File: src/dlr_pkg.sv
// shared types, constants and the reciprocal table of the downmix resampler
// no dependencies; imported by every module of the block
package dlr_pkg;

    // sample and phase formats
    localparam int SAMPLE_BITS  = 16;
    localparam int MAX_CHANNELS = 8;
    localparam int CHAN_BITS    = 4;
    localparam int PHASE_BITS   = 22;
    localparam int FRAC_BITS    = 16;
    localparam int PHASE_ONE    = 65536;
    localparam int STEP_MIN     = 4096;
    localparam int STEP_MAX     = 2097152;
    localparam int STEP_RESET   = 65536;
    localparam int CHAN_RESET   = 1;

    // channel sum and reciprocal divide
    localparam int SUM_BITS    = SAMPLE_BITS + $clog2(MAX_CHANNELS);
    localparam int RECIP_SHIFT = 22;
    localparam int RECIP_BITS  = RECIP_SHIFT + 1;
    localparam int PROD_BITS   = SUM_BITS + RECIP_BITS;

    // configuration port
    localparam int ADDR_BITS   = 3;
    localparam int DATA_BITS   = 32;

    // queue between front and back
    localparam int QUEUE_DEPTH_DEF = 4;

    typedef logic signed [SAMPLE_BITS-1:0] sample_t;
    typedef logic [PHASE_BITS-1:0]         phase_t;
    typedef logic [CHAN_BITS-1:0]          chan_cnt_t;

    // register index, taken from paddr[2]
    typedef enum logic {
        REG_PHASE_STEP    = 1'b0,
        REG_CHANNEL_COUNT = 1'b1
    } reg_idx_t;

    // configuration seen by front and back
    typedef struct packed {
        phase_t    phase_step;
        chan_cnt_t channel_count;
    } cfg_t;

    // one mono frame waiting for the back end
    typedef struct packed {
        sample_t mono;
        logic    block_end;
    } frame_t;

    // ceil(2^RECIP_SHIFT / n); exact floor division for |sum| below 2^19
    function automatic logic [RECIP_BITS-1:0] recip(input chan_cnt_t n);
        logic [RECIP_BITS-1:0] r;
        case (n)
            4'd1:    r = 23'd4194304;
            4'd2:    r = 23'd2097152;
            4'd3:    r = 23'd1398102;
            4'd4:    r = 23'd1048576;
            4'd5:    r = 23'd838861;
            4'd6:    r = 23'd699051;
            4'd7:    r = 23'd599187;
            4'd8:    r = 23'd524288;
            default: r = 23'd4194304;
        endcase
        return r;
    endfunction

endpackage

File: src/dlr_front.sv
// front end: takes frames, sums the active channels, divides by the count
// depends on dlr_pkg; feeds mono words into dlr_queue
module dlr_front (
    input  logic                clk,
    input  logic                rst_n,
    input  dlr_pkg::cfg_t       cfg,
    input  logic                push,
    output logic                full,
    input  dlr_pkg::sample_t    chan [dlr_pkg::MAX_CHANNELS],
    input  logic                block_end,
    output logic                q_push,
    output dlr_pkg::frame_t     q_data,
    input  logic                q_full
);
    import dlr_pkg::*;

    logic                    s1_valid_reg;
    logic                    s1_valid_next;
    logic [SUM_BITS-1:0]     mag_reg;
    logic                    neg_reg;
    logic                    be_reg;
    chan_cnt_t               n_reg;
    chan_cnt_t               n_eff;
    logic signed [SUM_BITS-1:0] sum;
    logic [PROD_BITS-1:0]    prod;
    logic [SAMPLE_BITS:0]    quot;
    logic [SAMPLE_BITS:0]    mono_ext;
    logic                    accept;

    // clamp channel count to 1..MAX_CHANNELS
    always_comb
    begin
        if (cfg.channel_count == '0)
            n_eff = CHAN_BITS'(1);
        else if (cfg.channel_count > CHAN_BITS'(MAX_CHANNELS))
            n_eff = CHAN_BITS'(MAX_CHANNELS);
        else
            n_eff = cfg.channel_count;
    end

    // sum of the active channels
    always_comb
    begin
        sum = '0;
        for (int i = 0; i < MAX_CHANNELS; i++)
        begin
            if (CHAN_BITS'(i) < n_eff)
                sum = sum + SUM_BITS'(chan[i]);
        end
    end

    // one frame in the divide stage at a time, passes on when the queue has room
    assign q_push        = s1_valid_reg && !q_full;
    assign full          = s1_valid_reg && q_full;
    assign accept        = push && !full;
    assign s1_valid_next = accept ? 1'b1 : (q_push ? 1'b0 : s1_valid_reg);

    always_ff @(posedge clk or negedge rst_n)
    begin
        if (!rst_n)
        begin
            s1_valid_reg <= 1'b0;
        end
        else
        begin
            s1_valid_reg <= s1_valid_next;
        end
    end

    // frame registers: magnitude and sign of the sum
    always_ff @(posedge clk)
    begin
        if (accept)
        begin
            neg_reg <= sum[SUM_BITS-1];
            mag_reg <= sum[SUM_BITS-1] ? SUM_BITS'(-sum) : SUM_BITS'(sum);
            be_reg  <= block_end;
            n_reg   <= n_eff;
        end
    end

    // divide by reciprocal multiply, truncating toward zero
    assign prod     = PROD_BITS'(mag_reg) * PROD_BITS'(recip(n_reg));
    assign quot     = prod[RECIP_SHIFT +: SAMPLE_BITS+1];
    assign mono_ext = neg_reg ? (SAMPLE_BITS+1)'(-quot) : quot;

    assign q_data.mono      = mono_ext[SAMPLE_BITS-1:0];
    assign q_data.block_end = be_reg;

endmodule

File: src/dlr_queue.sv
// short first-in first-out queue of mono frames between front and back
// depends on dlr_pkg for the frame type
module dlr_queue #(
    parameter int DEPTH = dlr_pkg::QUEUE_DEPTH_DEF
) (
    input  logic            clk,
    input  logic            rst_n,
    input  logic            push,
    input  dlr_pkg::frame_t push_data,
    output logic            full,
    input  logic            pop,
    output dlr_pkg::frame_t pop_data,
    output logic            empty
);
    import dlr_pkg::*;

    localparam int PTR_BITS = (DEPTH > 1) ? $clog2(DEPTH) : 1;
    localparam int CNT_BITS = $clog2(DEPTH + 1);

    frame_t                 mem [DEPTH];
    logic [PTR_BITS-1:0]    wr_ptr_reg;
    logic [PTR_BITS-1:0]    rd_ptr_reg;
    logic [CNT_BITS-1:0]    count_reg;
    logic                   do_push;
    logic                   do_pop;

    assign full     = (count_reg == CNT_BITS'(DEPTH));
    assign empty    = (count_reg == '0);
    assign do_push  = push && !full;
    assign do_pop   = pop && !empty;
    assign pop_data = mem[rd_ptr_reg];

    // pointers and fill count
    always_ff @(posedge clk or negedge rst_n)
    begin
        if (!rst_n)
        begin
            wr_ptr_reg <= '0;
            rd_ptr_reg <= '0;
            count_reg  <= '0;
        end
        else
        begin
            if (do_push)
                wr_ptr_reg <= (wr_ptr_reg == PTR_BITS'(DEPTH-1)) ? '0 : wr_ptr_reg + 1'b1;
            if (do_pop)
                rd_ptr_reg <= (rd_ptr_reg == PTR_BITS'(DEPTH-1)) ? '0 : rd_ptr_reg + 1'b1;
            if (do_push && !do_pop)
                count_reg <= count_reg + 1'b1;
            else if (do_pop && !do_push)
                count_reg <= count_reg - 1'b1;
        end
    end

    // storage
    always_ff @(posedge clk)
    begin
        if (do_push)
            mem[wr_ptr_reg] <= push_data;
    end

endmodule

File: src/dlr_back.sv
// back end: phase accumulator, interpolation and held-sample runs
// depends on dlr_pkg; reads frames from dlr_queue, drives the result word
module dlr_back (
    input  logic             clk,
    input  logic             rst_n,
    input  dlr_pkg::cfg_t    cfg,
    input  logic             q_empty,
    input  dlr_pkg::frame_t  q_data,
    output logic             q_pop,
    output logic             empty,
    input  logic             pop,
    output dlr_pkg::sample_t out_sample,
    output logic             run_last
);
    import dlr_pkg::*;

    typedef enum logic [1:0] {
        B_IDLE,
        B_INTERP,
        B_HOLD
    } state_t;

    state_t  state_reg, state_next;
    phase_t  ph_reg, ph_next;
    sample_t prev_reg, prev_next;
    logic    at_start_reg, at_start_next;
    sample_t cur_reg, cur_next;
    logic    be_reg, be_next;
    logic    out_valid_reg, out_valid_next;
    sample_t out_sample_reg, out_sample_next;
    logic    run_last_reg, run_last_next;

    phase_t                  step_eff;
    logic [PHASE_BITS:0]     nph;
    logic                    below_one;
    logic                    slot_free;
    logic signed [SAMPLE_BITS:0]     diff;
    logic signed [FRAC_BITS:0]       frac;
    logic signed [SAMPLE_BITS+FRAC_BITS+1:0] prod;
    logic [SAMPLE_BITS+FRAC_BITS+2:0]        acc;
    sample_t                 lerp;
    logic                    last_interp;
    logic                    last_hold;

    // clamp the step to its legal range
    always_comb
    begin
        if (cfg.phase_step < PHASE_BITS'(STEP_MIN))
            step_eff = PHASE_BITS'(STEP_MIN);
        else if (cfg.phase_step > PHASE_BITS'(STEP_MAX))
            step_eff = PHASE_BITS'(STEP_MAX);
        else
            step_eff = cfg.phase_step;
    end

    // next phase point and end-of-run lookahead
    assign nph         = {1'b0, ph_reg} + {1'b0, step_eff};
    assign below_one   = (ph_reg < PHASE_BITS'(PHASE_ONE));
    assign last_hold   = (nph >= (PHASE_BITS+1)'(PHASE_ONE));
    assign last_interp = be_reg ? (nph >= (PHASE_BITS+1)'(2*PHASE_ONE)) : last_hold;

    // prev + (cur - prev) * frac, rounded half up
    assign diff = (SAMPLE_BITS+1)'(cur_reg) - (SAMPLE_BITS+1)'(prev_reg);
    assign frac = {1'b0, ph_reg[FRAC_BITS-1:0]};
    assign prod = diff * frac;
    assign acc  = {{3{prev_reg[SAMPLE_BITS-1]}}, prev_reg, {FRAC_BITS{1'b0}}}
                + {prod[SAMPLE_BITS+FRAC_BITS+1], prod}
                + (SAMPLE_BITS+FRAC_BITS+3)'(PHASE_ONE / 2);
    assign lerp = acc[FRAC_BITS +: SAMPLE_BITS];

    assign slot_free = !out_valid_reg || pop;

    // sequencer
    always_comb
    begin
        state_next      = state_reg;
        ph_next         = ph_reg;
        prev_next       = prev_reg;
        at_start_next   = at_start_reg;
        cur_next        = cur_reg;
        be_next         = be_reg;
        out_valid_next  = out_valid_reg && !pop;
        out_sample_next = out_sample_reg;
        run_last_next   = run_last_reg;
        q_pop           = 1'b0;
        case (state_reg)
            B_IDLE:
            begin
                if (!q_empty)
                begin
                    q_pop    = 1'b1;
                    cur_next = q_data.mono;
                    be_next  = q_data.block_end;
                    if (!at_start_reg)
                        state_next = B_INTERP;
                    else if (q_data.block_end)
                        state_next = B_HOLD;
                    else
                    begin
                        // first frame of a block only seeds the previous sample
                        prev_next     = q_data.mono;
                        at_start_next = 1'b0;
                    end
                end
            end
            B_INTERP:
            begin
                if (below_one)
                begin
                    if (slot_free)
                    begin
                        out_valid_next  = 1'b1;
                        out_sample_next = lerp;
                        run_last_next   = last_interp;
                        ph_next         = nph[PHASE_BITS-1:0];
                    end
                end
                else
                begin
                    ph_next = ph_reg - PHASE_BITS'(PHASE_ONE);
                    if (be_reg)
                        state_next = B_HOLD;
                    else
                    begin
                        prev_next     = cur_reg;
                        at_start_next = 1'b0;
                        state_next    = B_IDLE;
                    end
                end
            end
            B_HOLD:
            begin
                if (below_one)
                begin
                    if (slot_free)
                    begin
                        out_valid_next  = 1'b1;
                        out_sample_next = cur_reg;
                        run_last_next   = last_hold;
                        ph_next         = nph[PHASE_BITS-1:0];
                    end
                end
                else
                begin
                    ph_next       = ph_reg - PHASE_BITS'(PHASE_ONE);
                    prev_next     = cur_reg;
                    at_start_next = 1'b1;
                    state_next    = B_IDLE;
                end
            end
            default:
            begin
                state_next = B_IDLE;
            end
        endcase
    end

    always_ff @(posedge clk or negedge rst_n)
    begin
        if (!rst_n)
        begin
            state_reg      <= B_IDLE;
            ph_reg         <= '0;
            prev_reg       <= '0;
            at_start_reg   <= 1'b1;
            cur_reg        <= '0;
            be_reg         <= 1'b0;
            out_valid_reg  <= 1'b0;
            out_sample_reg <= '0;
            run_last_reg   <= 1'b0;
        end
        else
        begin
            state_reg      <= state_next;
            ph_reg         <= ph_next;
            prev_reg       <= prev_next;
            at_start_reg   <= at_start_next;
            cur_reg        <= cur_next;
            be_reg         <= be_next;
            out_valid_reg  <= out_valid_next;
            out_sample_reg <= out_sample_next;
            run_last_reg   <= run_last_next;
        end
    end

    assign empty      = !out_valid_reg;
    assign out_sample = out_sample_reg;
    assign run_last   = run_last_reg;

endmodule

File: src/downmix_linear_resampler.sv
// Downmixing linear-interpolation resampler. Each pushed frame is averaged to
// one mono Q1.15 sample in the front end (one frame per clock while the queue
// has room, registered once before it enters the queue) and queued. The back end
// then emits one result word per clock while pop keeps up, for each phase point
// in the interval since the previous frame, plus held words after a block_end
// frame. The back end fetches a frame, emits its result words (at most 32),
// takes each phase wrap (none to two) and fetches the next frame only once it is
// through with the current one; its single output stage holds a word until pop.
// Configuration: phase_step at byte address 0, channel_count at byte address 4.
// depends on dlr_pkg, dlr_front, dlr_queue, dlr_back
module downmix_linear_resampler #(
    parameter int QUEUE_DEPTH = dlr_pkg::QUEUE_DEPTH_DEF
) (
    input  logic                            clk,
    input  logic                            rst_n,
    input  logic                            push,
    output logic                            full,
    input  dlr_pkg::sample_t                chan0,
    input  dlr_pkg::sample_t                chan1,
    input  dlr_pkg::sample_t                chan2,
    input  dlr_pkg::sample_t                chan3,
    input  dlr_pkg::sample_t                chan4,
    input  dlr_pkg::sample_t                chan5,
    input  dlr_pkg::sample_t                chan6,
    input  dlr_pkg::sample_t                chan7,
    input  logic                            block_end,
    output logic                            empty,
    input  logic                            pop,
    output dlr_pkg::sample_t                out_sample,
    output logic                            run_last,
    input  logic                            psel,
    input  logic                            penable,
    input  logic                            pwrite,
    input  logic [dlr_pkg::ADDR_BITS-1:0]   paddr,
    input  logic [dlr_pkg::DATA_BITS-1:0]   pwdata,
    output logic [dlr_pkg::DATA_BITS-1:0]   prdata,
    output logic                            pready
);
    import dlr_pkg::*;

    phase_t    phase_step_reg;
    chan_cnt_t channel_count_reg;
    cfg_t      cfg;
    reg_idx_t  reg_idx;
    logic      cfg_write;
    sample_t   chans [MAX_CHANNELS];
    logic      fq_push;
    frame_t    fq_data;
    logic      fq_full;
    logic      qb_pop;
    frame_t    qb_data;
    logic      qb_empty;

    // configuration registers
    assign pready    = 1'b1;
    assign cfg_write = psel && penable && pwrite;
    assign reg_idx   = reg_idx_t'(paddr[2]);

    always_ff @(posedge clk or negedge rst_n)
    begin
        if (!rst_n)
        begin
            phase_step_reg    <= PHASE_BITS'(STEP_RESET);
            channel_count_reg <= CHAN_BITS'(CHAN_RESET);
        end
        else if (cfg_write)
        begin
            case (reg_idx)
                REG_PHASE_STEP:    phase_step_reg    <= pwdata[PHASE_BITS-1:0];
                REG_CHANNEL_COUNT: channel_count_reg <= pwdata[CHAN_BITS-1:0];
                default:           phase_step_reg    <= phase_step_reg;
            endcase
        end
    end

    // register readback
    always_comb
    begin
        case (reg_idx)
            REG_PHASE_STEP:    prdata = DATA_BITS'(phase_step_reg);
            REG_CHANNEL_COUNT: prdata = DATA_BITS'(channel_count_reg);
            default:           prdata = '0;
        endcase
    end

    assign cfg.phase_step    = phase_step_reg;
    assign cfg.channel_count = channel_count_reg;

    // channel ports gathered into a row
    assign chans[0] = chan0;
    assign chans[1] = chan1;
    assign chans[2] = chan2;
    assign chans[3] = chan3;
    assign chans[4] = chan4;
    assign chans[5] = chan5;
    assign chans[6] = chan6;
    assign chans[7] = chan7;

    dlr_front u_front (
        .clk       (clk),
        .rst_n     (rst_n),
        .cfg       (cfg),
        .push      (push),
        .full      (full),
        .chan      (chans),
        .block_end (block_end),
        .q_push    (fq_push),
        .q_data    (fq_data),
        .q_full    (fq_full)
    );

    dlr_queue #(
        .DEPTH (QUEUE_DEPTH)
    ) u_queue (
        .clk       (clk),
        .rst_n     (rst_n),
        .push      (fq_push),
        .push_data (fq_data),
        .full      (fq_full),
        .pop       (qb_pop),
        .pop_data  (qb_data),
        .empty     (qb_empty)
    );

    dlr_back u_back (
        .clk        (clk),
        .rst_n      (rst_n),
        .cfg        (cfg),
        .q_empty    (qb_empty),
        .q_data     (qb_data),
        .q_pop      (qb_pop),
        .empty      (empty),
        .pop        (pop),
        .out_sample (out_sample),
        .run_last   (run_last)
    );

endmodule

File: config.mk
export PLATFORM = sky130hd
export DESIGN_NAME = downmix_linear_resampler
export DESIGN_NICKNAME = d
export VERILOG_FILES = /design/src/dlr_pkg.sv /design/src/dlr_front.sv /design/src/dlr_queue.sv /design/src/dlr_back.sv /design/src/downmix_linear_resampler.sv
export SDC_FILE = /design/constraint.sdc
export NUM_CORES = 2
export LEC_CHECK = 0
export BUFFER_PORTS_ARGS = -buffer_cell sky130_fd_sc_hd__buf_2
export CORE_MARGIN = 5
export CORE_UTILIZATION = 38
export DETAILED_ROUTE_END_ITERATION = 6
export GPL_ROUTABILITY_DRIVEN = 0
export PLACE_DENSITY = 0.6
export SYNTH_ARGS = -nofsm -noshare
export SYNTH_HDL_FRONTEND = slang
export SYNTH_SLANG_ARGS = --single-unit
File: constraint.sdc
create_clock -name clk -period 13.6 [get_ports clk]
set_input_delay 1.36 -clock clk [delete_from_list [all_inputs] [get_ports clk]]
set_output_delay 1.36 -clock clk [all_outputs]
set_load 0.02 [all_outputs]
Yosys cells after proc, flatten, opt, wreduce, memory -nomap -nowiden
Memory sizes are Yosys's and may differ from the RTL's. A register that Yosys moved wholly into a read port is not among the register bits.
Cells that the tools add are included.
{ "classes": {"bitwise_logic": 2, "multipliers": 2, "reduce_logical": 34, "n_lt_le_gt_ge": 14, "n_addsub": 18, "muxes": 63, "n_eq_ne": 17} }
{ "ops": {"columns": ["op", "count"], "rows": [
  ["16-bit two-way mux", 11],
  ["19-bit two-way mux", 8],
  ["19-bit by 16-bit adder with 19-bit output", 7],
  ["22-bit two-way mux", 4],
  ["32-bit case mux with 2 select lines", 1],
  ["16-bit case mux with 3 select lines", 1],
  ["19-bit by 23-bit multiplier with 38-bit output", 1],
  ["32-bit by 16-bit adder with 32-bit output, second input constant", 1],
  ["32-bit adder", 1],
  ["17-bit by 17-bit multiplier with 32-bit output", 1],
  ["16-bit case mux with 2 select lines", 1],
  ["22-bit by 22-bit adder with 23-bit output", 1],
  ["23-bit by 17-bit >= comparator with 1-bit output, second input constant", 1],
  ["23-bit by 18-bit >= comparator with 1-bit output, second input constant", 1],
  ["22-bit greater-than comparator, second input constant", 1],
  ["22-bit by 13-bit < comparator with 1-bit output, second input constant", 1],
  ["22-bit by 17-bit < comparator with 1-bit output, second input constant", 1],
  ["22-bit by 17-bit subtractor with 22-bit output, second input constant", 1],
  ["1-bit two-way mux", 20],
  ["19-bit negation", 1],
  ["18-bit two-way mux", 1],
  ["16-bit by 16-bit subtractor with 17-bit output", 1],
  ["3-bit by 4-bit < comparator with 1-bit output, first input constant", 4],
  ["2-bit two-way mux", 8],
  ["32 further kinds", 71]
]} }
{ "totals": {"ram_bits": 68, "register_bits": 135, "input_bits": 171, "out_inout_bits": 52, "romBits": 368, "n_memories": 2, "wordCells": 172} }
{ "memory_table": {"columns": ["name", "words", "word_bits", "read_ports", "rd_ports_with_merged_regs", "write_ports", "line_no", "source"], "rows": [
  ["(name not given)", 16, 23, 1, 1, 0, "dlr_pkg.sv:55", "case (n)"],
  ["u_queue.mem", 4, 17, 1, 0, 1, "dlr_queue.sv:20", "frame_t mem [DEPTH];"]
]} }

Depth between registers and ports, before layout
{ "logic_depth": {"ltp_word": 21, "mapped_depth": 60, "depth_no_buf": 57} }

Cells and area by module
A second synthesis with hierarchy kept.
{ "unflattened": {"cells_unflattened": 4883, "hier_area_um2": 43339.1} }
{ "modules_own_cells": {"columns": ["mod", "cells_each", "area_each_um2", "instances", "seq_area_each_um2"], "rows": [
  ["dlr_front", 2770, 22486.6, 1, 1036.0],
  ["dlr_back", 1894, 16604.7, 1, 1903.1],
  ["dlr_queue", 126, 2917.8, 1, 2217.1],
  ["downmix_linear_resampler", 93, 1330.0, 1, 653.1]
]} }

Worst setup path after synthesis
Ideal clock, no wire load.
{ "synth_path": {"path_kind": "input-to-reg", "from": "input chan0[0]", "to": "register u_front.mag_reg[6] (data pin)", "path_slack_ns": 1.485, "t_arrival_ns": 11.853, "setup_ns": 0.262, "cell_stages": 55, "n_path_buf": 3, "required_time_ns": 13.338, "path_cell_list": "clkbuf_1 ha_1 inv_1 fa_1 a21boi_1 or3_1 a32oi_1 a21oi_1 ha_1 o21ai_0 a21oi_1 nor4_1 a311oi_1 o21ai_0 nand2_1 o221ai_1 ha_1 or4_1 (+19 left out) a41oi_1 xnor2_1 o22ai_1 a41oi_2 ha_1 or4_1 nor3_1 o41ai_1 a31oi_1 o21ai_0 xnor2_1 nor2_1 xnor3_2 xor2_2 inv_2 buf_6 o31ai_1 xnor2_1"} }
{ "synth_via": {"word_cells_on_any_way": 17, "cone_classes": "add/sub (8); mux (9)"} }
{ "synth_rtl": {"columns": ["element", "line_no", "source"], "rows": [
  ["start: declaration", "downmix_linear_resampler.sv:18", "input dlr_pkg::sample_t chan0,"],
  ["19-bit two-way mux (*)", "dlr_front.sv:47", "if (CHAN_BITS'(i) < n_eff)"],
  ["19-bit by 16-bit adder with 19-bit output", "dlr_front.sv:48", "sum = sum + SUM_BITS'(chan[i]);"],
  ["19-bit two-way mux (*)", "dlr_front.sv:47", null],
  ["19-bit by 16-bit adder with 19-bit output", "dlr_front.sv:48", null],
  ["19-bit two-way mux (*)", "dlr_front.sv:47", null],
  ["19-bit by 16-bit adder with 19-bit output", "dlr_front.sv:48", null],
  ["19-bit two-way mux (*)", "dlr_front.sv:47", null],
  ["19-bit by 16-bit adder with 19-bit output", "dlr_front.sv:48", null],
  ["19-bit two-way mux (*)", "dlr_front.sv:47", null],
  ["19-bit by 16-bit adder with 19-bit output", "dlr_front.sv:48", null],
  ["19-bit two-way mux (*)", "dlr_front.sv:47", null],
  ["19-bit by 16-bit adder with 19-bit output", "dlr_front.sv:48", null],
  ["19-bit two-way mux (*)", "dlr_front.sv:47", null],
  ["19-bit by 16-bit adder with 19-bit output", "dlr_front.sv:48", null],
  ["19-bit two-way mux (*)", "dlr_front.sv:47", null],
  ["named net u_front.sum[18]", "dlr_front.sv:24", "logic signed [SUM_BITS-1:0] sum;"],
  ["18-bit two-way mux (*)", "dlr_front.sv:76", "mag_reg <= sum[SUM_BITS-1] ? SUM_BITS'(-sum) : SUM_BITS'(sum);"],
  ["end signal: assignment", "dlr_front.sv:76", null],
  ["end: declaration", "dlr_front.sv:19", "logic [SUM_BITS-1:0] mag_reg;"]
]} }
The timed path passes the listed nets; every way through them passes the cells marked *.
A chain may end at the register's enable or synchronous reset.

Final worst setup path
{ "layout_path": {"from": "input chan1[0]", "to": "register u_front.mag_reg[12] (data pin)"} }
{ "layout_via": {"elab_chain_cells": 16} }
{ "layout_lines": {"columns": ["element", "line_no", "source"], "rows": [
  ["start: declaration", "downmix_linear_resampler.sv:19", "input dlr_pkg::sample_t chan1,"],
  ["19-bit by 16-bit adder with 19-bit output (*)", "dlr_front.sv:48", null],
  ["19-bit two-way mux (*)", "dlr_front.sv:47", null],
  ["19-bit by 16-bit adder with 19-bit output", "dlr_front.sv:48", null],
  ["19-bit two-way mux (*)", "dlr_front.sv:47", null],
  ["19-bit by 16-bit adder with 19-bit output", "dlr_front.sv:48", null],
  ["19-bit two-way mux (*)", "dlr_front.sv:47", null],
  ["19-bit by 16-bit adder with 19-bit output", "dlr_front.sv:48", null],
  ["19-bit two-way mux (*)", "dlr_front.sv:47", null],
  ["19-bit by 16-bit adder with 19-bit output", "dlr_front.sv:48", null],
  ["19-bit two-way mux (*)", "dlr_front.sv:47", null],
  ["19-bit by 16-bit adder with 19-bit output", "dlr_front.sv:48", null],
  ["19-bit two-way mux (*)", "dlr_front.sv:47", null],
  ["19-bit by 16-bit adder with 19-bit output", "dlr_front.sv:48", null],
  ["19-bit two-way mux (*)", "dlr_front.sv:47", null],
  ["19-bit negation", "dlr_front.sv:76", null],
  ["18-bit two-way mux (*)", "dlr_front.sv:76", null]
]} }
Mark *: on every way between the ends. The rest lies on a longest branch, timed or not.

==> flow_results.xml <==
<?xml version="1.0" encoding="UTF-8"?>
<metrics>
  <group name="setup_path">
    <metric name="worst_path_most_repeated_cell" unit="">ha_1</metric>
    <metric name="worst-r2r-setup-slack" unit="ns">1.65</metric>
    <metric name="start_kind" unit="">input pin</metric>
    <metric name="timing.critical_path.fanout_max" unit="">12</metric>
    <metric name="worstPathArrival" unit="ns">13.07</metric>
    <metric name="reg2reg_to" unit="">u_front.mag_reg[12]</metric>
    <metric name="path_delay_family" unit="">compound AO/OA/AOI/OAI gates</metric>
    <metric name="worstSetupPathType" unit="">input pin to flip-flop</metric>
    <metric name="launch_point_of_the_worst_reg_to_reg_path" unit="">channel_count_reg[1]</metric>
    <metric name="crit_required" unit="ns">13.87</metric>
    <metric name="cp.buffers_inverters" unit="">3</metric>
    <metric name="slowest_stage" unit="">or4_1</metric>
    <metric name="reg2regPathDepth" unit="">51</metric>
    <metric name="setup.worst_path.end_class" unit="">flip-flop</metric>
    <metric name="crit_path_max_incr_delay" unit="ns">0.53</metric>
  </group>
  <group name="yosys">
    <metric name="yosys_warnings" unit="">0</metric>
    <metric name="yosys_register_bits" unit="">216</metric>
    <metric name="synth-edff-count" unit="">93</metric>
    <metric name="netlist-cell-type-count" unit="">119</metric>
    <metric name="synthArstFlopShare" unit="%">50.93</metric>
    <metric name="postSynthAreaPerCell" unit="um^2">9.130</metric>
    <metric name="synth.yosys.seq_area_share" unit="%">13.87</metric>
    <metric name="mappedNetlistArea" unit="mm^2">0.04187</metric>
    <metric name="synth_cells" unit="">4586</metric>
    <metric name="postSynth.topFlopCell" unit="">dfrtp_1</metric>
  </group>
  <group name="routing">
    <metric name="detail_route.vias_per_cell" unit="">5.196</metric>
    <metric name="drc" unit="">0</metric>
    <metric name="routedWlPerCell" unit="um">19.10</metric>
    <metric name="antenna_left" unit="">0</metric>
    <metric name="drt_pass1_iterations" unit="">6</metric>
    <metric name="first_iter_violations" unit="">2182</metric>
    <metric name="via_count" unit="">32150</metric>
    <metric name="totalWireLength" unit="um">118200</metric>
  </group>
  <group name="placed_design">
    <metric name="dpl_cell_area" unit="mm^2">0.04432</metric>
    <metric name="hpwlAfterDp" unit="um">99500</metric>
    <metric name="place_inst" unit="">6132</metric>
    <metric name="port_buffers" unit="">199</metric>
  </group>
  <group name="clock_network">
    <metric name="post_cts_hold_buffer_count" unit="">0</metric>
    <metric name="clock_buffer_count_from_cts" unit="">24</metric>
    <metric name="cts_buffer_depth" unit="">3</metric>
    <metric name="h_tree_lvls" unit="">1</metric>
    <metric name="clk_transition_reported_paths" unit="ns">0.06</metric>
    <metric name="post_cts_buffers" unit="">0</metric>
    <metric name="tritoncts_num_sinks" unit="">216</metric>
    <metric name="cts_tree" unit="">built</metric>
    <metric name="clk_root_buffer_cell" unit="">clkbuf_16</metric>
    <metric name="cts_repair_resize_count" unit="">0</metric>
    <metric name="insertion_delay_of_the_later_clocked_pin_in_the_worst_skew_pair" unit="ns">0.57</metric>
  </group>
  <group name="cells_and_area">
    <metric name="largest_register_ff_count" unit="">68</metric>
    <metric name="design_area" unit="mm^2">0.04515</metric>
    <metric name="mostFrequentLayoutCells" unit="">inv_1, fa_1, nand2_1</metric>
    <metric name="share_of_layout_cells_above_drive_strength_1" unit="%">9.468</metric>
    <metric name="leading_cell_type_in_the_layout_fill_and_taps_excluded" unit="">inv_1</metric>
    <metric name="finalNetCount" unit="">5861</metric>
    <metric name="final_cells" unit="">6187</metric>
    <metric name="layout-area-overhead-vs-synth" unit="%">7.823</metric>
  </group>
  <group name="sta">
    <metric name="max_clock_freq" unit="MHz">78.14</metric>
    <metric name="timing.final.setup_violations" unit="">0</metric>
    <metric name="finalHoldViolCount" unit="">0</metric>
    <metric name="timing.setup.tns" unit="ns">0</metric>
    <metric name="timing.final.crit_share" unit="%">94.10</metric>
    <metric name="unrepaired_setup_endpoints_after_global_routing" unit="">false</metric>
    <metric name="timing_max_transition_violations_final" unit="">0</metric>
    <metric name="maxSlewHeadroom" unit="%">22.85</metric>
    <metric name="period_minus_slack" unit="ns">12.80</metric>
    <metric name="max_slew.worst_pin.slew" unit="ns">1.145</metric>
    <metric name="final.setup_skew" unit="ns">0.03384</metric>
  </group>
  <group name="floorplanning">
    <metric name="die-height" unit="um">341.9</metric>
    <metric name="ioPinCount" unit="">223</metric>
    <metric name="core-area" unit="mm^2">0.1092</metric>
    <metric name="initial_util" unit="%">38.36</metric>
    <metric name="die_area" unit="mm^2">0.1169</metric>
    <metric name="floorplan.rows" unit="">121</metric>
    <metric name="die_w" unit="um">341.9</metric>
  </group>
  <group name="run">
    <metric name="max_cap_violations" unit="">0</metric>
  </group>
  <group name="worst_hold_path">
    <metric name="worstHoldPathType" unit="">flip-flop to flip-flop</metric>
    <metric name="hold_path_end" unit="">u_back.out_sample[2]</metric>
    <metric name="min-delay-start" unit="">u_back.out_sample[2]</metric>
    <metric name="min_path_cells" unit="">1</metric>
  </group>
  <group name="global_route">
    <metric name="gr-total-overflow" unit="">0</metric>
    <metric name="antenna_found_initial" unit="">7</metric>
    <metric name="track_usage" unit="%">20.09</metric>
    <metric name="grt_pass1_vias" unit="">32950</metric>
    <metric name="grt_pass1_wl" unit="um">186100</metric>
    <metric name="pin_count_of_the_biggest_net_entering_global_routing" unit="">71</metric>
  </group>
  <group name="outcome">
    <metric name="status" unit="">finished clean</metric>
  </group>
</metrics>
## through the flow
step                      hold WS [ns]  worst slack [ns]  utilization [%]
after floorplan                 0.4587             1.485                -
after global placement          0.4696            0.4367            40.60
after detailed placement        0.4849            0.2758            40.60
after CTS                       0.4984            0.8401            41.32
after global routing            0.5142          0.009500            41.34
final                           0.4910            0.8026            41.36
## synth_stat cells, drive strengths merged, types with 43 or more instances
cell type | number | area [um^2]
a21oi | 181 | 917.1
edfxtp | 93 | 2793
clkbuf | 143 | 544.3
nor2b | 65 | 406.6
ha | 376 | 4705
nand2 | 417 | 1568
a21o | 57 | 427.9
inv | 810 | 3040
nor2 | 221 | 839.6
nand3 | 59 | 305.3
o21ai | 181 | 924.6
nand2b | 43 | 269.0
fa | 632 | 12650
xnor2 | 134 | 1174
dfrtp | 107 | 2678
and2 | 283 | 1770
nor3 | 59 | 305.3
mux2 | 58 | 653.1
xor2 | 64 | 568.1
## cell type report
type	instances	area (um^2)
fill	10890	64010
multi-input combinational	3385	32290
sequential	216	5809
inverter	810	3040
tap	1476	1847
timing repair buffer	245	1344
clock buffer	35	693.2
clock inverter	9	93.84
antenna	11	27.53
## worst max-delay path by stage
stage	startpoint	endpoint	slack [ns]	depth (start not counted)
floorplan	chan0[0]	u_front.mag_reg[6]	1.49	55
global placement	chan0[0]	u_front.mag_reg[12]	0.44	56
detailed placement	chan0[0]	u_front.mag_reg[12]	0.28	56
CTS	chan1[0]	u_front.mag_reg[12]	0.84	56
global route	chan0[0]	u_front.mag_reg[12]	0.009	56
finish	chan1[0]	u_front.mag_reg[12]	0.80	53
## metal layers
metal	vias up	track usage (%)	routed length [um]
li1	15130	-	-
met1	15940	26.96	51090
met2	932	34.30	55720
met3	150	3.354	8526
met4	0	4.342	2865
met5	-	0	0
## cells by family (layout without fill, tap and decap cells)
group           after synthesis  after routing  share of synthesized area [%]
xor+xnor                    201            201                          4.324
simple gates               1308           1308                          15.79
buf+inv                     994           1099                          9.201
fa+ha+maj                  1008           1008                          41.45
flops                       216            216                          13.87
other cells                   2             22                        0.01794
compound gates              740            740                          11.87
mux                         117            117                          3.478
Power is not shown: default switching activity piles up to over one toggle a cycle in this logic, so the estimate is an artifact.
